File: src/hw/rtl/str_pkg.sv
// ---------------------------------------------------------------------------
// str_pkg: stepper trapezoid ramp package
// Field widths, operation and phase codes, register indexes and reset values
// shared by the ramp unit, its channels and its serial divider.
// ---------------------------------------------------------------------------
package str_pkg;

  localparam int PERIOD_BITS     = 16;
  localparam int ACCEL_BITS      = 8;
  localparam int STEP_TOTAL_BITS = 20;
  localparam int COUNT_BITS      = 20;
  localparam int OP_BITS         = 2;
  localparam int PHASE_BITS      = 2;
  localparam int CFG_INDEX_BITS  = 2;
  localparam int CFG_DATA_BITS   = 16;
  localparam int DIV_STEPS       = PERIOD_BITS;
  localparam int DIV_CNT_BITS    = $clog2(DIV_STEPS);

  typedef logic [PERIOD_BITS-1:0]     period_t;
  typedef logic [ACCEL_BITS-1:0]      accel_t;
  typedef logic [STEP_TOTAL_BITS-1:0] step_total_t;
  typedef logic [COUNT_BITS-1:0]      count_t;
  typedef logic [OP_BITS-1:0]         op_t;
  typedef logic [PHASE_BITS-1:0]      phase_t;
  typedef logic [CFG_INDEX_BITS-1:0]  cfg_index_t;
  typedef logic [CFG_DATA_BITS-1:0]   cfg_data_t;

  localparam count_t COUNT_MAX = '1;

  localparam op_t OP_TICK = 2'd0;
  localparam op_t OP_MOVE = 2'd1;
  localparam op_t OP_STOP = 2'd2;

  localparam phase_t PH_STOP = 2'd0;
  localparam phase_t PH_ACC  = 2'd1;
  localparam phase_t PH_PLAT = 2'd2;
  localparam phase_t PH_DEC  = 2'd3;

  localparam cfg_index_t REG_IDLE_PERIOD = 2'd0;
  localparam cfg_index_t REG_SPEED_LIMIT = 2'd1;
  localparam cfg_index_t REG_ACCEL_LIMIT = 2'd2;

  localparam period_t IDLE_PERIOD_RST = 16'd10000;
  localparam period_t SPEED_LIMIT_RST = 16'd9000;
  localparam accel_t  ACCEL_LIMIT_RST = 8'd100;

endpackage

File: src/hw/rtl/str_in_if.sv
// ---------------------------------------------------------------------------
// str_in_if: command channel
// Valid/ready channel carrying one tick, move or stop command per transfer.
// ---------------------------------------------------------------------------
interface str_in_if import str_pkg::*; ();
  logic        valid;
  logic        ready;
  op_t         operation;
  logic        direction;
  step_total_t step_total;
  period_t     speed;
  accel_t      accel;
  period_t     start_speed;

  modport source(output valid, output operation, output direction, output step_total,
                 output speed, output accel, output start_speed, input ready);
  modport sink(input valid, input operation, input direction, input step_total,
               input speed, input accel, input start_speed, output ready);
endinterface

File: src/hw/rtl/str_out_if.sv
// ---------------------------------------------------------------------------
// str_out_if: status channel
// Valid/ready channel carrying one status report per command.
// ---------------------------------------------------------------------------
interface str_out_if import str_pkg::*; ();
  logic    valid;
  logic    ready;
  period_t timer_period;
  phase_t  phase;
  logic    step_pulse;
  logic    running;
  logic    move_pending;
  logic    current_direction;

  modport source(output valid, output timer_period, output phase, output step_pulse,
                 output running, output move_pending, output current_direction,
                 input ready);
  modport sink(input valid, input timer_period, input phase, input step_pulse,
               input running, input move_pending, input current_direction,
               output ready);
endinterface

File: src/hw/rtl/str_cfg_if.sv
// ---------------------------------------------------------------------------
// str_cfg_if: register write channel
// Valid/ready channel carrying a register index and write data.
// ---------------------------------------------------------------------------
interface str_cfg_if import str_pkg::*; ();
  logic       valid;
  logic       ready;
  cfg_index_t index;
  cfg_data_t  data;

  modport source(output valid, output index, output data, input ready);
  modport sink(input valid, input index, input data, output ready);
endinterface

File: src/hw/rtl/str_div.sv
// ---------------------------------------------------------------------------
// str_div: serial period divider
// Restoring divider, one quotient bit per cycle; done pulses for one cycle
// with the quotient valid.
// ---------------------------------------------------------------------------
module str_div import str_pkg::*; (
  input  logic    clk,
  input  logic    rst_n,
  input  logic    start,
  input  period_t dividend,
  input  accel_t  divisor,
  output logic    done,
  output period_t quotient
);

  logic                    busy_r, busy_nxt;
  logic                    done_r, done_nxt;
  logic [DIV_CNT_BITS-1:0] cnt_r, cnt_nxt;
  period_t                 quo_r, quo_nxt;
  accel_t                  rem_r, rem_nxt;
  accel_t                  dsr_r, dsr_nxt;
  logic [ACCEL_BITS:0]     trial;

  always_comb begin
    busy_nxt = busy_r;
    done_nxt = 1'b0;
    cnt_nxt  = cnt_r;
    quo_nxt  = quo_r;
    rem_nxt  = rem_r;
    dsr_nxt  = dsr_r;
    trial    = {rem_r, quo_r[PERIOD_BITS-1]};
    if (start) begin
      busy_nxt = 1'b1;
      cnt_nxt  = '0;
      quo_nxt  = dividend;
      rem_nxt  = '0;
      dsr_nxt  = divisor;
    end else if (busy_r) begin
      if (trial >= {1'b0, dsr_r}) begin
        rem_nxt = ACCEL_BITS'(trial - {1'b0, dsr_r});
        quo_nxt = {quo_r[PERIOD_BITS-2:0], 1'b1};
      end else begin
        rem_nxt = ACCEL_BITS'(trial);
        quo_nxt = {quo_r[PERIOD_BITS-2:0], 1'b0};
      end
      cnt_nxt = cnt_r + 1'b1;
      if (cnt_r == DIV_CNT_BITS'(DIV_STEPS - 1)) begin
        busy_nxt = 1'b0;
        done_nxt = 1'b1;
      end
    end
  end

  always_ff @(posedge clk) begin
    if (!rst_n) begin
      busy_r <= 1'b0;
      done_r <= 1'b0;
      cnt_r  <= '0;
    end else begin
      busy_r <= busy_nxt;
      done_r <= done_nxt;
      cnt_r  <= cnt_nxt;
    end
    quo_r <= quo_nxt;
    rem_r <= rem_nxt;
    dsr_r <= dsr_nxt;
  end

  assign done     = done_r;
  assign quotient = quo_r;

endmodule

File: src/hw/rtl/stepper_trapezoid_ramp_unit.sv
// ---------------------------------------------------------------------------
// stepper_trapezoid_ramp_unit: trapezoidal step-period generator
// Tick, move and stop commands update the ramp state; a move that starts
// splits its step count with its serial divider.
// ---------------------------------------------------------------------------
// sequence: tick, stop and waiting moves pass S_OP, S_CTRL and S_DONE before the report is
//   registered; a move that starts passes S_OP, S_CTRL, S_PREP, S_DIV (serial divider), S_FIN, S_DONE
// throughput: one command at a time, the next is taken once the report is
//   registered; the report register lets the next command in while it waits
// reset: synchronous active-low rst_n clears the ramp state, stops the timer,
//   loads period 10000 and the register reset values; no clearing pass
module stepper_trapezoid_ramp_unit import str_pkg::*; #(
  parameter int STEP_COUNT_BITS = 20
) (
  input  logic   clk,
  input  logic   rst_n,
  str_in_if.sink     in_ch,
  str_out_if.source  out_ch,
  str_cfg_if.sink    cfg_ch
);

  localparam int SW = STEP_COUNT_BITS;
  localparam int CW = (SW > COUNT_BITS) ? SW : COUNT_BITS;

  typedef logic [SW-1:0] steps_t;
  typedef logic [CW-1:0] wide_t;

  typedef enum logic [6:0] {
    S_IDLE = 7'b0000001,
    S_OP   = 7'b0000010,
    S_CTRL = 7'b0000100,
    S_PREP = 7'b0001000,
    S_DIV  = 7'b0010000,
    S_FIN  = 7'b0100000,
    S_DONE = 7'b1000000
  } state_t;

  function automatic period_t sub_sat(period_t a, period_t b);
    return (a > b) ? period_t'(a - b) : '0;
  endfunction

  function automatic period_t add_sat(period_t a, accel_t b);
    logic [PERIOD_BITS:0] s;
    s = {1'b0, a} + (PERIOD_BITS + 1)'(b);
    return s[PERIOD_BITS] ? '1 : s[PERIOD_BITS-1:0];
  endfunction

  function automatic count_t cnt_inc(count_t c);
    return (c == COUNT_MAX) ? c : count_t'(c + 1'b1);
  endfunction

  state_t  state_r, state_nxt;

  // registers
  period_t idle_period_r;
  period_t speed_limit_r;
  accel_t  accel_limit_r;

  // latched command
  op_t         cmd_op_r;
  logic        cmd_dir_r;
  step_total_t cmd_steps_r;
  period_t     cmd_speed_r;
  accel_t      cmd_accel_r;
  period_t     cmd_start_r;

  // ramp state
  phase_t  run_phase_r, run_phase_nxt;
  phase_t  rep_phase_r, rep_phase_nxt;
  logic    move_dir_r, move_dir_nxt;
  steps_t  steps_left_r, steps_left_nxt;
  count_t  cnt_acc_r, cnt_acc_nxt;
  count_t  cnt_plat_r, cnt_plat_nxt;
  period_t ramp_lim_r, ramp_lim_nxt;
  steps_t  plat_lim_r, plat_lim_nxt;
  period_t period_r, period_nxt;
  period_t target_r, target_nxt;
  period_t start_period_r, start_period_nxt;
  accel_t  step_accel_r, step_accel_nxt;
  logic    slows_r, slows_nxt;
  logic    timer_on_r, timer_on_nxt;
  logic    rev_wait_r, rev_wait_nxt;
  logic    pulse_r, pulse_nxt;

  // pending move request
  logic    req_valid_r, req_valid_nxt;
  logic    req_dir_r, req_dir_nxt;
  steps_t  req_steps_r, req_steps_nxt;
  period_t req_speed_r, req_speed_nxt;
  accel_t  req_accel_r, req_accel_nxt;

  // report register
  logic    out_valid_r, out_valid_nxt;
  period_t out_period_r;
  phase_t  out_phase_r;
  logic    out_pulse_r;
  logic    out_running_r;
  logic    out_pending_r;
  logic    out_dir_r;

  logic    in_xfer;
  logic    rev_wait_now;
  period_t spd;
  accel_t  acc;
  count_t  cnt_acc_inc;
  count_t  cnt_plat_inc;
  period_t delta;
  logic    div_start;
  logic    div_done;
  period_t div_quo;
  logic [PERIOD_BITS:0] ramps;
  wide_t   plat_wide;

  assign in_xfer      = in_ch.valid && in_ch.ready;
  assign in_ch.ready  = (state_r == S_IDLE);
  assign cfg_ch.ready = 1'b1;

  assign div_start = (state_r == S_PREP);
  assign delta     = slows_nxt ? period_t'(target_r - period_r)
                               : period_t'(period_r - target_r);

  str_div u_div (
    .clk      (clk),
    .rst_n    (rst_n),
    .start    (div_start),
    .dividend (delta),
    .divisor  (step_accel_r),
    .done     (div_done),
    .quotient (div_quo)
  );

  always_ff @(posedge clk) begin
    if (!rst_n) begin
      idle_period_r <= IDLE_PERIOD_RST;
      speed_limit_r <= SPEED_LIMIT_RST;
      accel_limit_r <= ACCEL_LIMIT_RST;
    end else if (cfg_ch.valid && cfg_ch.ready) begin
      unique case (cfg_ch.index)
        REG_IDLE_PERIOD: idle_period_r <= cfg_ch.data;
        REG_SPEED_LIMIT: speed_limit_r <= cfg_ch.data;
        REG_ACCEL_LIMIT: accel_limit_r <= cfg_ch.data[ACCEL_BITS-1:0];
        default: ;
      endcase
    end
  end

  always_ff @(posedge clk) begin
    if (in_xfer) begin
      cmd_op_r    <= in_ch.operation;
      cmd_dir_r   <= in_ch.direction;
      cmd_steps_r <= in_ch.step_total;
      cmd_speed_r <= in_ch.speed;
      cmd_accel_r <= in_ch.accel;
      cmd_start_r <= in_ch.start_speed;
    end
  end

  always_comb begin
    state_nxt        = state_r;
    run_phase_nxt    = run_phase_r;
    rep_phase_nxt    = rep_phase_r;
    move_dir_nxt     = move_dir_r;
    steps_left_nxt   = steps_left_r;
    cnt_acc_nxt      = cnt_acc_r;
    cnt_plat_nxt     = cnt_plat_r;
    ramp_lim_nxt     = ramp_lim_r;
    plat_lim_nxt     = plat_lim_r;
    period_nxt       = period_r;
    target_nxt       = target_r;
    start_period_nxt = start_period_r;
    step_accel_nxt   = step_accel_r;
    slows_nxt        = slows_r;
    timer_on_nxt     = timer_on_r;
    rev_wait_nxt     = rev_wait_r;
    pulse_nxt        = pulse_r;
    req_valid_nxt    = req_valid_r;
    req_dir_nxt      = req_dir_r;
    req_steps_nxt    = req_steps_r;
    req_speed_nxt    = req_speed_r;
    req_accel_nxt    = req_accel_r;
    out_valid_nxt    = out_valid_r && !out_ch.ready;

    cnt_acc_inc  = cnt_inc(cnt_acc_r);
    cnt_plat_inc = cnt_inc(cnt_plat_r);
    rev_wait_now = rev_wait_r && (run_phase_r != PH_STOP);
    spd = (req_speed_r > speed_limit_r) ? speed_limit_r : req_speed_r;
    acc = (req_accel_r > accel_limit_r) ? accel_limit_r : req_accel_r;
    if (acc == '0) begin
      acc = ACCEL_BITS'(1);
    end
    ramps     = {1'b0, div_quo} + {1'b0, div_quo};
    plat_wide = (CW'(req_steps_r) > CW'(ramps)) ? wide_t'(CW'(req_steps_r) - CW'(ramps))
                                                : '0;

    unique case (state_r)
      S_IDLE: begin
        if (in_xfer) begin
          state_nxt = S_OP;
        end
      end
      S_OP: begin
        pulse_nxt = 1'b0;
        unique case (cmd_op_r)
          OP_TICK: begin
            if (steps_left_r == '0) begin
              period_nxt    = start_period_r;
              timer_on_nxt  = 1'b0;
              run_phase_nxt = PH_STOP;
              rep_phase_nxt = PH_STOP;
            end else begin
              pulse_nxt      = 1'b1;
              steps_left_nxt = steps_left_r - 1'b1;
              priority if (run_phase_r == PH_ACC) begin
                rep_phase_nxt = PH_ACC;
                cnt_acc_nxt   = cnt_acc_inc;
                if (cnt_acc_inc >= COUNT_BITS'(ramp_lim_r)) begin
                  run_phase_nxt = PH_PLAT;
                end
                if (!slows_r) begin
                  period_nxt = (period_r > target_r) ? sub_sat(period_r, PERIOD_BITS'(step_accel_r))
                                                     : target_r;
                end else begin
                  period_nxt = (period_r < target_r) ? add_sat(period_r, step_accel_r)
                                                     : target_r;
                end
              end else if (run_phase_r == PH_PLAT) begin
                rep_phase_nxt = PH_PLAT;
                cnt_plat_nxt  = cnt_plat_inc;
                if (CW'(cnt_plat_inc) >= CW'(plat_lim_r)) begin
                  run_phase_nxt = PH_DEC;
                end
              end else begin
                rep_phase_nxt = PH_DEC;
                period_nxt = (period_r < idle_period_r) ? add_sat(period_r, step_accel_r)
                                                        : idle_period_r;
              end
            end
          end
          OP_MOVE: begin
            if (!req_valid_r) begin
              req_valid_nxt    = 1'b1;
              req_dir_nxt      = cmd_dir_r;
              req_steps_nxt    = SW'(cmd_steps_r);
              req_speed_nxt    = cmd_speed_r;
              req_accel_nxt    = cmd_accel_r;
              rep_phase_nxt    = PH_ACC;
              start_period_nxt = sub_sat(idle_period_r, cmd_start_r);
            end
          end
          OP_STOP: begin
            steps_left_nxt = '0;
          end
          default: ;
        endcase
        state_nxt = S_CTRL;
      end
      S_CTRL: begin
        rev_wait_nxt = rev_wait_now;
        if (rev_wait_now || !req_valid_r) begin
          state_nxt = S_DONE;
        end else if (run_phase_r == PH_STOP || req_dir_r == move_dir_r) begin
          step_accel_nxt = acc;
          target_nxt     = sub_sat(start_period_r, spd);
          state_nxt      = S_PREP;
        end else begin
          run_phase_nxt  = PH_DEC;
          steps_left_nxt = SW'(ramp_lim_r);
          rev_wait_nxt   = 1'b1;
          state_nxt      = S_DONE;
        end
      end
      S_PREP: begin
        slows_nxt = (period_r < target_r);
        state_nxt = S_DIV;
      end
      S_DIV: begin
        if (div_done) begin
          state_nxt = S_FIN;
        end
      end
      S_FIN: begin
        ramp_lim_nxt   = div_quo;
        plat_lim_nxt   = SW'(plat_wide);
        cnt_acc_nxt    = '0;
        cnt_plat_nxt   = '0;
        steps_left_nxt = req_steps_r;
        run_phase_nxt  = PH_ACC;
        move_dir_nxt   = req_dir_r;
        timer_on_nxt   = 1'b1;
        req_valid_nxt  = 1'b0;
        state_nxt      = S_DONE;
      end
      S_DONE: begin
        if (!out_valid_r || out_ch.ready) begin
          out_valid_nxt = 1'b1;
          state_nxt     = S_IDLE;
        end
      end
      default: state_nxt = S_IDLE;
    endcase
  end

  always_ff @(posedge clk) begin
    if (!rst_n) begin
      state_r        <= S_IDLE;
      run_phase_r    <= PH_STOP;
      rep_phase_r    <= PH_STOP;
      move_dir_r     <= 1'b0;
      steps_left_r   <= '0;
      cnt_acc_r      <= '0;
      cnt_plat_r     <= '0;
      ramp_lim_r     <= '0;
      plat_lim_r     <= '0;
      period_r       <= IDLE_PERIOD_RST;
      target_r       <= '0;
      start_period_r <= '0;
      step_accel_r   <= '0;
      slows_r        <= 1'b0;
      timer_on_r     <= 1'b0;
      rev_wait_r     <= 1'b0;
      pulse_r        <= 1'b0;
      req_valid_r    <= 1'b0;
      req_dir_r      <= 1'b0;
      req_steps_r    <= '0;
      req_speed_r    <= '0;
      req_accel_r    <= '0;
      out_valid_r    <= 1'b0;
    end else begin
      state_r        <= state_nxt;
      run_phase_r    <= run_phase_nxt;
      rep_phase_r    <= rep_phase_nxt;
      move_dir_r     <= move_dir_nxt;
      steps_left_r   <= steps_left_nxt;
      cnt_acc_r      <= cnt_acc_nxt;
      cnt_plat_r     <= cnt_plat_nxt;
      ramp_lim_r     <= ramp_lim_nxt;
      plat_lim_r     <= plat_lim_nxt;
      period_r       <= period_nxt;
      target_r       <= target_nxt;
      start_period_r <= start_period_nxt;
      step_accel_r   <= step_accel_nxt;
      slows_r        <= slows_nxt;
      timer_on_r     <= timer_on_nxt;
      rev_wait_r     <= rev_wait_nxt;
      pulse_r        <= pulse_nxt;
      req_valid_r    <= req_valid_nxt;
      req_dir_r      <= req_dir_nxt;
      req_steps_r    <= req_steps_nxt;
      req_speed_r    <= req_speed_nxt;
      req_accel_r    <= req_accel_nxt;
      out_valid_r    <= out_valid_nxt;
    end
  end

  // report capture
  always_ff @(posedge clk) begin
    if (state_r == S_DONE && (!out_valid_r || out_ch.ready)) begin
      out_period_r  <= period_r;
      out_phase_r   <= rep_phase_r;
      out_pulse_r   <= pulse_r;
      out_running_r <= timer_on_r;
      out_pending_r <= req_valid_r;
      out_dir_r     <= move_dir_r;
    end
  end

  assign out_ch.valid             = out_valid_r;
  assign out_ch.timer_period      = out_period_r;
  assign out_ch.phase             = out_phase_r;
  assign out_ch.step_pulse        = out_pulse_r;
  assign out_ch.running           = out_running_r;
  assign out_ch.move_pending      = out_pending_r;
  assign out_ch.current_direction = out_dir_r;

endmodule
File: src/flat_wrapper.sv
// flat-port wrapper written by rule: the top's interface ports become plain ports
module stepper_trapezoid_ramp_unit_flat import str_pkg::*;
#(
  parameter int STEP_COUNT_BITS = 20
)
  (clk, rst_n, in_ch_valid, in_ch_operation, in_ch_direction, in_ch_step_total, in_ch_speed, in_ch_accel, in_ch_start_speed, in_ch_ready, out_ch_valid, out_ch_timer_period, out_ch_phase, out_ch_step_pulse, out_ch_running, out_ch_move_pending, out_ch_current_direction, out_ch_ready, cfg_ch_valid, cfg_ch_index, cfg_ch_data, cfg_ch_ready);
  str_in_if in_ch_i ();
  str_out_if out_ch_i ();
  str_cfg_if cfg_ch_i ();
  input  logic clk;
  input  logic rst_n;
  input wire logic [$bits(in_ch_i.valid)-1:0] in_ch_valid;
  input wire logic [$bits(in_ch_i.operation)-1:0] in_ch_operation;
  input wire logic [$bits(in_ch_i.direction)-1:0] in_ch_direction;
  input wire logic [$bits(in_ch_i.step_total)-1:0] in_ch_step_total;
  input wire logic [$bits(in_ch_i.speed)-1:0] in_ch_speed;
  input wire logic [$bits(in_ch_i.accel)-1:0] in_ch_accel;
  input wire logic [$bits(in_ch_i.start_speed)-1:0] in_ch_start_speed;
  output wire logic [$bits(in_ch_i.ready)-1:0] in_ch_ready;
  output wire logic [$bits(out_ch_i.valid)-1:0] out_ch_valid;
  output wire logic [$bits(out_ch_i.timer_period)-1:0] out_ch_timer_period;
  output wire logic [$bits(out_ch_i.phase)-1:0] out_ch_phase;
  output wire logic [$bits(out_ch_i.step_pulse)-1:0] out_ch_step_pulse;
  output wire logic [$bits(out_ch_i.running)-1:0] out_ch_running;
  output wire logic [$bits(out_ch_i.move_pending)-1:0] out_ch_move_pending;
  output wire logic [$bits(out_ch_i.current_direction)-1:0] out_ch_current_direction;
  input wire logic [$bits(out_ch_i.ready)-1:0] out_ch_ready;
  input wire logic [$bits(cfg_ch_i.valid)-1:0] cfg_ch_valid;
  input wire logic [$bits(cfg_ch_i.index)-1:0] cfg_ch_index;
  input wire logic [$bits(cfg_ch_i.data)-1:0] cfg_ch_data;
  output wire logic [$bits(cfg_ch_i.ready)-1:0] cfg_ch_ready;
  assign in_ch_i.valid = in_ch_valid;
  assign in_ch_i.operation = in_ch_operation;
  assign in_ch_i.direction = in_ch_direction;
  assign in_ch_i.step_total = in_ch_step_total;
  assign in_ch_i.speed = in_ch_speed;
  assign in_ch_i.accel = in_ch_accel;
  assign in_ch_i.start_speed = in_ch_start_speed;
  assign in_ch_ready = in_ch_i.ready;
  assign out_ch_valid = out_ch_i.valid;
  assign out_ch_timer_period = out_ch_i.timer_period;
  assign out_ch_phase = out_ch_i.phase;
  assign out_ch_step_pulse = out_ch_i.step_pulse;
  assign out_ch_running = out_ch_i.running;
  assign out_ch_move_pending = out_ch_i.move_pending;
  assign out_ch_current_direction = out_ch_i.current_direction;
  assign out_ch_i.ready = out_ch_ready;
  assign cfg_ch_i.valid = cfg_ch_valid;
  assign cfg_ch_i.index = cfg_ch_index;
  assign cfg_ch_i.data = cfg_ch_data;
  assign cfg_ch_ready = cfg_ch_i.ready;
  stepper_trapezoid_ramp_unit #(.STEP_COUNT_BITS(STEP_COUNT_BITS)) u_core (.clk(clk), .rst_n(rst_n), .in_ch(in_ch_i), .out_ch(out_ch_i), .cfg_ch(cfg_ch_i));
endmodule
File: config.mk
export PLATFORM = sky130hd
export DESIGN_NAME = stepper_trapezoid_ramp_unit_flat
export DESIGN_NICKNAME = d
export VERILOG_FILES = /design/src/hw/rtl/str_pkg.sv /design/src/hw/rtl/str_in_if.sv /design/src/hw/rtl/str_out_if.sv /design/src/hw/rtl/str_cfg_if.sv /design/src/hw/rtl/str_div.sv /design/src/hw/rtl/stepper_trapezoid_ramp_unit.sv /design/src/flat_wrapper.sv
export SDC_FILE = /design/constraint.sdc
export NUM_CORES = 1
export LEC_CHECK = 0
export ABC_AREA = 1
export BUFFER_PORTS_ARGS = -buffer_cell sky130_fd_sc_hd__buf_2
export CORE_MARGIN = 4
export CORE_UTILIZATION = 29
export DETAILED_ROUTE_END_ITERATION = 10
export PLACE_DENSITY_LB_ADDON = 0.15
export SLEW_MARGIN = 5
export SYNTH_ARGS = -nofsm -noshare
export SYNTH_HDL_FRONTEND = slang
export SYNTH_SLANG_ARGS = --single-unit
File: constraint.sdc
create_clock -name clk -period 6.25 [get_ports clk]
set_input_delay 0.3125 -clock clk [delete_from_list [all_inputs] [get_ports clk]]
set_output_delay 0.3125 -clock clk [all_outputs]
set_load 0.01 [all_outputs]
# ---- Word level (Yosys, flattened, before mapping)
# Index checks and enable logic that the tools add are counted.
dict set report totals {
  word_cells 217
  input_bits 86
  reg_bits 378
  out_inout_bits 25
}
dict set report classes {
  n_eq_ne 36
  bitwise 4
  n_lt_le_gt_ge 12
  add_sub_neg 13
  mux 72
  reduce_logical 36
}
# cell count
set op_table {}
lappend op_table {{2-to-1 mux 20 bit} 13}
lappend op_table {{2-to-1 mux 16 bit} 15}
lappend op_table {{one-hot mux 20 bit (2 select lines)} 3}
lappend op_table {{greater-than comparator 16 bit} 4}
lappend op_table {{subtractor 16 bit} 4}
lappend op_table {{one-hot mux 20 bit (3 select lines)} 1}
lappend op_table {{one-hot mux 7 bit (7 select lines)} 1}
lappend op_table {{adder 20 x 1 -> 20 bit (second input constant)} 2}
lappend op_table {{equality test 20 bit (second input constant)} 2}
lappend op_table {{2-to-1 mux 7 bit} 5}
lappend op_table {{less-than comparator 16 bit} 2}
lappend op_table {{2-to-1 mux 8 bit} 3}
lappend op_table {{2-to-1 mux 2 bit} 11}
lappend op_table {{>= comparator 20 x 16 -> 1 bit} 1}
lappend op_table {{>= comparator 20 bit} 1}
lappend op_table {{greater-than comparator 20 x 17 -> 1 bit} 1}
lappend op_table {{logical NOT 20 bit} 1}
lappend op_table {{subtractor 20 x 1 -> 20 bit (second input constant)} 1}
lappend op_table {{subtractor 20 x 17 -> 20 bit} 1}
lappend op_table {{AND reduction 3 bit} 6}
lappend op_table {{adder 16 x 16 -> 17 bit} 1}
lappend op_table {{adder 16 x 8 -> 17 bit} 1}
lappend op_table {{greater-than comparator 16 x 8 -> 1 bit} 1}
lappend op_table {{2-to-1 mux 1 bit} 16}
lappend op_table {{other kinds (39)} 76}

# ---- Longest topological paths before layout
# Gate-level depths: netlist of the first run.
dict set report logic_depth {
  ltp_word 9
  mapped_depth 29
  depth_no_buf 29
}

# ---- Modules after synthesis
# A second synthesis of the first run with hierarchy kept.
dict set report hier_totals {
  hier_cells 3231
  hier_area_um2 23782.8
}
# mod area_per_inst_um2 n_inst seq_area_each_um2 cells_per_inst
set modules_own_cells {}
lappend modules_own_cells {stepper_trapezoid_ramp_unit 21794.7 1 7657.3 2999}
lappend modules_own_cells {str_div 1988.2 1 1001.0 232}

# ---- Worst setup path after synthesis of the first run
# No wires, ideal clock.
dict set report synth_path {
  kind {register -> register}
  from {reg u_core.state_r[2]}
  to {reg u_core.cmd_accel_r[0], enable pin}
  slack_ns 1.862
  setup_ns 0.485
  path_buffers 0
  path_stages_with_launch 6
  arrival_time_ns 3.903
  period_less_slack_ns 4.388
  required_time_ns 5.765
  cell_sequence {dfxtp_1 -> nor2_1 -> inv_1 -> nor4_1 -> inv_1 -> nor2_1}
}
dict set report synth_via {
  elab_chain_cells 2
}
# element line
set synth_lines {}
lappend synth_lines {{start: declaration} stepper_trapezoid_ramp_unit.sv:52} ;# state_t state_r, state_nxt;
lappend synth_lines {{start signal: assignment} stepper_trapezoid_ramp_unit.sv:329} ;# state_r <= state_nxt;
lappend synth_lines {{equality test 7 x 1 -> 1 bit} stepper_trapezoid_ramp_unit.sv:115} ;# assign in_ch.ready = (state_r == S_IDLE);
lappend synth_lines {{net in_ch_ready} flat_wrapper.sv:19} ;# output wire logic [$bits(in_ch_i.ready)-1:0] in_ch_ready;
lappend synth_lines {{logical AND 1 bit} stepper_trapezoid_ramp_unit.sv:114} ;# assign in_xfer = in_ch.valid && in_ch.ready;
lappend synth_lines {{net u_core.in_xfer} stepper_trapezoid_ramp_unit.sv:101} ;# logic in_xfer;
lappend synth_lines {{end signal: assignment} stepper_trapezoid_ramp_unit.sv:153} ;# cmd_accel_r <= in_ch.accel;
lappend synth_lines {{end: declaration} stepper_trapezoid_ramp_unit.sv:64} ;# accel_t cmd_accel_r;
# The timed path passes the listed nets, and every way through them passes these cells.
# A chain may end at the register's enable or synchronous reset.

# ---- Worst setup path after layout of the first run
dict set report layout_path {
  from {reg u_core.speed_limit_r[1]}
  to {reg u_core.target_r[13]}
}
dict set report layout_via {
  elab_chain_cells 4
  elab_cells_between_ends 5
  cone_classes {add/sub: 1; order compare: 2; mux: 2}
}
# element line
set layout_lines {}
lappend layout_lines {{start: declaration} stepper_trapezoid_ramp_unit.sv:56} ;# period_t speed_limit_r;
lappend layout_lines {{start signal: assignment} stepper_trapezoid_ramp_unit.sv:140} ;# REG_SPEED_LIMIT: speed_limit_r <= cfg_ch.data;
lappend layout_lines {{greater-than comparator 16 bit} stepper_trapezoid_ramp_unit.sv:186} ;# spd = (req_speed_r > speed_limit_r) ? speed_limit_r : req_speed_r;
lappend layout_lines {{2-to-1 mux 16 bit (*)} stepper_trapezoid_ramp_unit.sv:186}
lappend layout_lines {{subtractor 16 bit or greater-than comparator 16 bit (tied branches)} stepper_trapezoid_ramp_unit.sv:39} ;# return (a > b) ? period_t'(a - b) : '0;
lappend layout_lines {{2-to-1 mux 16 bit (*)} stepper_trapezoid_ramp_unit.sv:39}
lappend layout_lines {{end signal: assignment} stepper_trapezoid_ramp_unit.sv:339} ;# target_r <= target_nxt;
lappend layout_lines {{end: declaration} stepper_trapezoid_ramp_unit.sv:77} ;# period_t target_r, target_nxt;
# Mark *: on every way between the ends. The rest lies on a longest branch, timed or not.

==> results, run 1 <==
- The Yosys step of the flow raised 0 warnings.
- The synthesized netlist occupies a cell area of 23360 um^2.
- The first routing iteration left 1392 violations.
- The worst-case IR drop observed on VDD is 0.2421 mV.
- The register share of total power is between 40% and 50%.
- The critical path in this run is classified as reg -> reg.
- In this run the core area contains a little over 100 standard-cell rows.
- The synthesized design contains 378 register bits.
- The number of clock buffers inserted by TritonCTS is 49.
- Ranked by total cell area, the synthesized netlist is headed by sky130_fd_sc_hd__dfxtp_1, sky130_fd_sc_hd__edfxtp_1, sky130_fd_sc_hd__nand2_1, sky130_fd_sc_hd__ha_1, sky130_fd_sc_hd__a21oi_1.
- The prevailing post-synth register cell is sky130_fd_sc_hd__dfxtp_1.
- The initial antenna violation count is 1.
- Of the post-synthesis cell area, the dominant cell type holds 23.05%.
- The class of the worst hold path is in -> reg.
- The number of cells on the worst reg-to-reg path is 19.
- The number of gates resized after CTS was 0.
- Post-CTS timing repair inserted 0 buffers for setup.
- The synthesized netlist contains 65 unique library cells.
- The count of pins over their slew limit is 0.
- The number of design rule violations left after detail routing is 0.
- The portion of the clock cycle consumed by the worst path in the final layout is 70.59%.
- Relative to the synthesized area, the layout overhead comes to 16.49%.
- Once placement finished, the instance area stood at 24890 um^2.
- Derived from the worst setup path, the maximum achievable clock frequency is roughly 230 MHz.
- The floorplan step defined a die boundary enclosing roughly 85000 um^2.
- The iteration count of the initial detailed-routing pass is 5.
- The power per standard cell area is between 200 and 250 nW/um^2.
- The worst slew margin relative to its limit is 19.06%.
- The die boundary height is 291.8 um.
- The clock passes through at most 3 buffers.
- Along the worst path, the maximum fanout reaches 32.
- Global routing used 18.28% of the available tracks.
- The cell leakage power is 11.47 nW.
- The I/O pin count is 111.
- The number of hold-slack violations in the final timing report is 0.
- The clock insertion delay at the later pin of the skew report is 0.60 ns.
- The buffer type at the clock tree root is sky130_fd_sc_hd__clkbuf_16.
- Routability-driven placement finished with a final weighted congestion of 0.8863.
- Across the run, the number of max-cap violations was 0.
- The overflow left after global routing is 0.
- The library cell used most frequently in the layout, excluding fill and tap cells, is sky130_fd_sc_hd__nand2_1.
- The post-detailed-route count of antenna-violating nets is 0.
- In this run, synthesis inferred roughly 110 flip-flops with an integrated enable.
- The number of sinks on the clock net is 378.
- The largest clock skew in the final design is 0.02845 ns.
- The transition time at the pin with the least slew margin is 1.201 ns.
- The proportion of layout cells with a drive suffix above 1 is 7.857%.
- Summed over all layers, the routed wires come to between 80000 and 90000 um.
- A synthesized cell averages 7.425 um^2.
- The H-tree was split into 2 levels.
- The vias per cell is a little under 5.
- The switching power summed over all nets is around 1.7 mW.
- The worst setup path is launched from a flip-flop.
- The largest net degree at the start of global routing is 77.
- For this block, the via count after detailed routing is 21130.
- The number of endpoints failing setup at the final stage is 0.
- Synthesis produced 3146 cells.
- Setup slack on the worst reg-to-reg path comes out at about 1.8 ns.
- The clock network fraction of design power is 45.4%.
- Of all flip-flops after synthesis, the portion carrying an async set or reset was 0%.
- Of all cell types, the one taking the most synthesized area is sky130_fd_sc_hd__dfxtp_1.
- The clock tree from TritonCTS is done.
- The worst hold path passes through 3 cells.
- The nature of the critical path endpoint is a flip-flop.
- STA puts the critical path data arrival time at 4.87 ns.
- Setup total negative slack on the finished layout was measured at 0 ns.
- The run finished with clean final reports.
- The switching share of total power is 27.34%.
- The final critical-path required period is 4.412 ns.
- The core region is 79390 um^2.
- The finished cells cover 27210 um^2.
- The clock transition at the registers of the reported paths is 0.06 ns.
- The number of global-route vias before repair is 20480.
- The net count reported at finish is 3557.
- The total nets after synthesis is 3422.
- The count of input and output buffers is 109.
- The first global-routing pass estimated 123500 um of wire.
- Leaving out fill and tap cells, the most frequent cells in the layout are sky130_fd_sc_hd__nand2_1, sky130_fd_sc_hd__inv_1, sky130_fd_sc_hd__a21oi_1.
- Dividing the detail-routed wire length by the instance count gives 18.34 um.
- The repair_antennas step left the layout with diodes totalling 0.
- The floorplan step set the die width to 291.8 um.
- Setup repair after global routing left no endpoint under its margin.
- Summed over all nets, the half-perimeter wirelength after detailed placement is 61860 um.
- Cell internal power was estimated by the tool at 4.610 mW.
- The sequential fraction of the synthesis area is 37.06%.
- Combinational logic is responsible for 13.0% of the overall power.
- The required time at the endpoint of the critical path is 6.71 ns.
- The initial standard-cell utilization of the core is between 20% and 30%.
## through the flow
step	power, mW	hold WS [ns]	setup slack [ns]	utilization, %	cells
finish	6.345	0.03684	1.838	34.28	4372
floorplan	3.240	0.4030	1.862	-	3146
global route	6.651	0.04520	1.352	34.28	4372
CTS	6.446	0.006988	1.805	34.28	4372
detailed placement	3.489	0.4132	1.812	31.35	4213
global placement	3.493	0.4159	1.912	31.35	4213
## power groups by stage
stage               registers (mW)  clock network [mW]  logic (mW)
floorplan                     2.68                   0       0.562
global placement              2.69                   0       0.800
detailed placement            2.69                   0       0.797
CTS                           2.64                2.97       0.832
global route                  2.65                3.07       0.935
finish                        2.64                2.88       0.827
## registers in the layout, summed over array words and instances (netlist names), 20 cells and up
signal and cells:
u_core.cnt_plat_r 20, u_core.steps_left_r 20, u_core.plat_lim_r 20, u_core.cmd_steps_r 20, u_core.cnt_acc_r 20, u_core.req_steps_r 20
## worst max-delay path: stages (launching register included)
cell                       delay, ns
sky130_fd_sc_hd__dfxtp_1        0.33
sky130_fd_sc_hd__inv_1          0.07
sky130_fd_sc_hd__ha_1           0.29
sky130_fd_sc_hd__inv_1          0.06
sky130_fd_sc_hd__o21bai_1       0.06
sky130_fd_sc_hd__a221oi_1       0.29
sky130_fd_sc_hd__o21ai_0        0.13
sky130_fd_sc_hd__nand2_1        0.07
sky130_fd_sc_hd__a22o_1         0.73
sky130_fd_sc_hd__o21ai_0        0.34
sky130_fd_sc_hd__ha_1           0.38
sky130_fd_sc_hd__nand2_1        0.06
sky130_fd_sc_hd__nor3_1         0.17
sky130_fd_sc_hd__nor2_1         0.10
sky130_fd_sc_hd__o21ai_0        0.44
sky130_fd_sc_hd__a21oi_1        0.19
sky130_fd_sc_hd__o21ai_0        0.24
sky130_fd_sc_hd__xor2_1         0.16
sky130_fd_sc_hd__o21a_1         0.12
sky130_fd_sc_hd__nor2_1         0.03
## logic make-up (layout without fill, tap and decap cells)
group / Yosys count / after routing / share of synthesized area, %
AO/OA/AOI/OAI: 816 / 816 / 19.06
XOR/XNOR: 113 / 113 / 4.237
adder cells (fa/ha/maj): 190 / 190 / 10.40
buffers and inverters: 550 / 726 / 9.170
flip-flops: 378 / 378 / 37.06
multiplexers: 1 / 1 / 0.04285
other: 1 / 1 / 0.01605
AND/OR/NAND/NOR: 1097 / 1097 / 20.01
## layer usage
metal	wire length [um]	share of wire, %	track usage [%]	up-vias
met5	0	0	0	-
met4	1955	2.4	4.573	0
met3	3121	3.9	2.008	100
met2	36420	45	29.84	433
met1	38690	48	25.87	9778
li1	-	-	-	10820
## final timing paths
| check | start | to |
|---|---|---|
| hold / removal | cfg_ch_data[6] | u_core.accel_limit_r[6] |
| setup reg to reg | u_core.speed_limit_r[1] | u_core.target_r[13] |
| setup / recovery | u_core.speed_limit_r[1] | u_core.target_r[13] |
| hold reg to reg | u_core.pulse_r | u_core.out_ch.step_pulse |
## synth_stat cells (all sizes together) (39+ instances only)
| cell type | instances |
|---|---|
| a21oi | 377 |
| clkbuf | 75 |
| dfxtp | 269 |
| edfxtp | 109 |
| ha | 183 |
| inv | 436 |
| nand2 | 630 |
| nand3 | 120 |
| nor2 | 213 |
| nor3 | 59 |
| o211ai | 39 |
| o21ai | 289 |
| xor2 | 81 |
## layout make-up
type / instances / area [um^2]
multi-input combinational: 2218 / 12580
sequential: 378 / 8658
clock inverter: 20 / 207.7
timing repair buffer: 195 / 1361
inverter: 439 / 1649
fill: 8600 / 52170
tap: 1050 / 1314
clock buffer: 72 / 1445
## repair_timing
action                                 CTS  global route
setup endpoints to repair                0             0
hold buffers                            67             0
endpoints found under the hold margin   69             0
Note: power is estimated with default switching activity, not from simulation.
==> inputs of run 2 (changes only) <==
==> constraint.sdc (replaced) <==
create_clock -name clk -period 3.5 [get_ports clk]
set_input_delay 0.175 -clock clk [delete_from_list [all_inputs] [get_ports clk]]
set_output_delay 0.175 -clock clk [all_outputs]
set_load 0.01 [all_outputs]
==> results, run 2 (synthesis results as in run 1) <==
- The path class of the tightest hold or removal check is in -> reg.
- The required time at the endpoint of the critical path is 3.96 ns (-2.75 ns).
- The post-detailed-route count of antenna-violating nets came to 0 (unchanged).
- The multi-input logic area is 13000 um^2 (+3.4%).
- The number of max-capacitance violations reported is 0 (unchanged).
- The placement row count is 103 (unchanged).
- The initial standard-cell utilization of the core came to 29.43% (unchanged).
- The number of global-route vias before repair is 20820 (+1.7%).
- The antenna cell count is 0 (unchanged).
- The delay contributed by the slowest stage of the critical path is 0.33 ns (-0.40 ns).
- The clock network fraction of design power is 44.8% (-0.6 points).
- TritonCTS built the clock tree.
- The number of sinks on the clock net is 378 (unchanged).
- The post-synthesis to final-layout area growth is 24.31%.
- The horizontal die dimension is 291.8 um (unchanged).
- STA classifies the critical path startpoint as a flip-flop.
- The I/O pin count is 111 (unchanged).
- The switching share of total power is 27.43% (+0.096 points).
- The proportion of layout cells with a drive suffix above 1 is 14.52% (+6.7 points).
- The utilization after layout is 36.58% (+2.3 points).
- The power per standard cell area is 398.9 nW/um^2 (+71%).
- Walking the worst path, the cells encountered are inv_2, ha_4, inv_2, o21bai_1, a221oi_2, o21ai_1, nand2_2, buf_6, a22o_4, o21ai_1, ha_1, a21oi_1, o21ai_2, a21oi_2, o21ai_2, a21oi_2, o21ai_2, nand3_4, clkinvlp_4, nand2_1, a21oi_2.
- The number of clock buffers inserted by TritonCTS came to 47 (-4.1%).
- The number of endpoints failing setup at the final stage is 0 (unchanged).
- The iteration count of the initial detailed-routing pass is 5 (unchanged).
- The transition time at the pin with the least slew margin is 1.064 ns (-0.1372 ns).
- The maximum vdd drop is 0.3537 mV (+46%).
- STA classifies the critical path endpoint as a flip-flop.
- The largest net degree at the start of global routing is 96 (+25%).
- The clock transition at the registers of the reported paths is 0.06 ns (about the same).
- The buffer depth of the longest clock path was 3 (unchanged).
- The number of design rule violations left after detail routing came to 0 (unchanged).
- The worst slew margin relative to its limit is 28.31% (+9.2 points).
- The largest clock skew in the final design came to 0.02609 ns (-0.002357 ns).
- The switching power summed over all nets is 3.178 mW (+83%).
- The sum of routed wire length over all layers was 83190 um (+3.7%).
- The hold path depth came to 4 (+1).
- The total die area is 85160 um^2 (unchanged).
- The count of pins over their slew limit is 0 (unchanged).
- The count of input and output buffers is 109 (unchanged).
- The smallest hold slack is 0.07954 ns (+0.04270 ns).
- The portion of the clock cycle consumed by the worst path in the final layout is 97.97% (+27 points).
- The clock insertion delay at the later pin of the skew report is 0.60 ns (about the same).
- The cell with the largest stage delay on the worst path is sky130_fd_sc_hd__dfxtp_2.
- The arrival time at the worst endpoint was 3.89 ns (-0.98 ns).
- Setup repair after global routing could not meet its margin everywhere.
- The global-route wire length before repair is 125300 um (+1.4%).
- The die boundary height was 291.8 um (unchanged).
- The count of routing violations after the opening detailed-route iteration is 1411 (+1.4%).
- The aggregate global-route resource usage was 18.68% (+0.41 points).
- The core area is 79390 um^2 (unchanged).
- The run finished with clean final reports.
- The critical path class is reg -> reg.
- The initial antenna violation count is 1 (unchanged).
- The buffer type at the clock tree root is sky130_fd_sc_hd__clkbuf_16.
- The routed via count was 21890 (+3.6%).
- The vias per cell is 4.819 (-0.29%).
- The combinational share of power is 14.6% (+1.6 points).
- The number of hold-slack violations in the final timing report came to 0 (unchanged).
- Leaving out fill and tap cells, the most frequent cells in the layout are sky130_fd_sc_hd__nand2_1, sky130_fd_sc_hd__inv_1, sky130_fd_sc_hd__a21oi_1.
- The library cell used most frequently in the layout, excluding fill and tap cells, is sky130_fd_sc_hd__nand2_1.
- The total design power was 11.58 mW (+83%).
- The number of levels the H-tree was split into came to 2 (unchanged).
- The internal power is 8.407 mW (+82%).
- The maximum frequency from static timing analysis is 291.6 MHz (+29%).
- The placer's final routability congestion estimate is 0.9105 (+2.7%).
- The net count reported at finish was 3729 (+4.8%).
- The register share of total power is 40.7% (-0.9 points).
- The overflow left after global routing came to 0 (unchanged).
- The largest fanout on the critical path is 6 (-81%).
- The worst reg-to-reg path cell count is 21 (+2).
- The average detailed-routed wire length per instance is 18.31 um (-0.14%).
- The final HPWL from detailed placement came to 64100 um (+3.6%).
- The cell leakage power came to 12.34 nW (+7.6%).
- The final critical-path required period came to 3.429 ns (-0.9826 ns).
- The filler cell count is 8498 (-1.2%).
- The register area is 8673 um^2 (+0.17%).
run 2: changes by cell type in the layout (fill, tap and decap cells not counted), sizes merged:
cell         delta
a22o            +2
buf           +154
dlygate4sd3    +14
clkinvlp        +6
bufinv          +3
inv             -2
clkbuf          -9
clkinv          +1
nand2           +1
run 2: critical path, delay by kind of cell, from the launching register on:
family | cells | cell delay (ns)
adders and majority gates | 2 | 0.56
buffers and inverters | 4 | 0.39
AOI/OAI and AO/OA | 12 | 1.67
DFF | 1 | 0.33
and+or+nand+nor | 3 | 0.34
run 2: cell type report:
cell class / count / area share, %
clock buffer: 61 / 4.550
sequential: 378 / 29.87
timing repair inverter: 1 / 0.02585
timing repair buffer: 365 / 9.505
tap: 1050 / 4.524
multi-input combinational: 2221 / 44.78
clock inverter: 27 / 1.064
inverter: 439 / 5.687
run 2: path summary, 6_finish.rpt:
kind / from / endpoint / slack, ns
setup reg to reg: u_core.speed_limit_r[1] / u_core.target_r[11] / 0.07
setup / recovery: u_core.speed_limit_r[1] / u_core.target_r[11] / 0.07
hold reg to reg: u_core.pulse_r / u_core.out_ch.step_pulse / 0.45
hold / removal: cfg_ch_valid / u_core.accel_limit_r[5] / 0.08
run 2: timing repair:
| item | CTS | global route |
|---|---|---|
| pin swaps | 4 | 38 |
| hold buffers | 81 | 0 |
| gates resized for setup | 13 | 118 |
| setup endpoints to repair | 16 | 19 |
| setup buffers | 1 | 17 |
| cloned | 1 | 5 |
| endpoints found under the hold margin | 103 | 0 |
run 2: power groups by stage:
stage	sequential, mW	clock, mW	combinational [mW]
after global routing	4.72	5.50	1.90
after floorplan	4.78	0	1.00
after detailed placement	4.80	0	1.54
after CTS	4.71	5.35	1.62
final	4.71	5.18	1.69
after global placement	4.80	0	1.54
run 2: per-stage QoR:
step	TNS, ns	cell area (um^2)	std cells	worst slack, ns
2_1_floorplan	0	23360	3146	0.04980
3_3_place_gp	-1.702	25930	4349	-0.1343
3_5_place_dp	-2.757	25930	4349	-0.2105
4_1_cts	0	28430	4520	0.009489
5_1_grt	-0.8988	29040	4542	-0.1162
6_report	0	29040	4542	0.07100
run 2: routing by layer:
layer | GRT usage, % | wire length [um]
met2 | 31.34 | 39030
met5 | 0 | 0
met1 | 26.06 | 39510
met4 | 4.288 | 1727
met3 | 1.810 | 2914
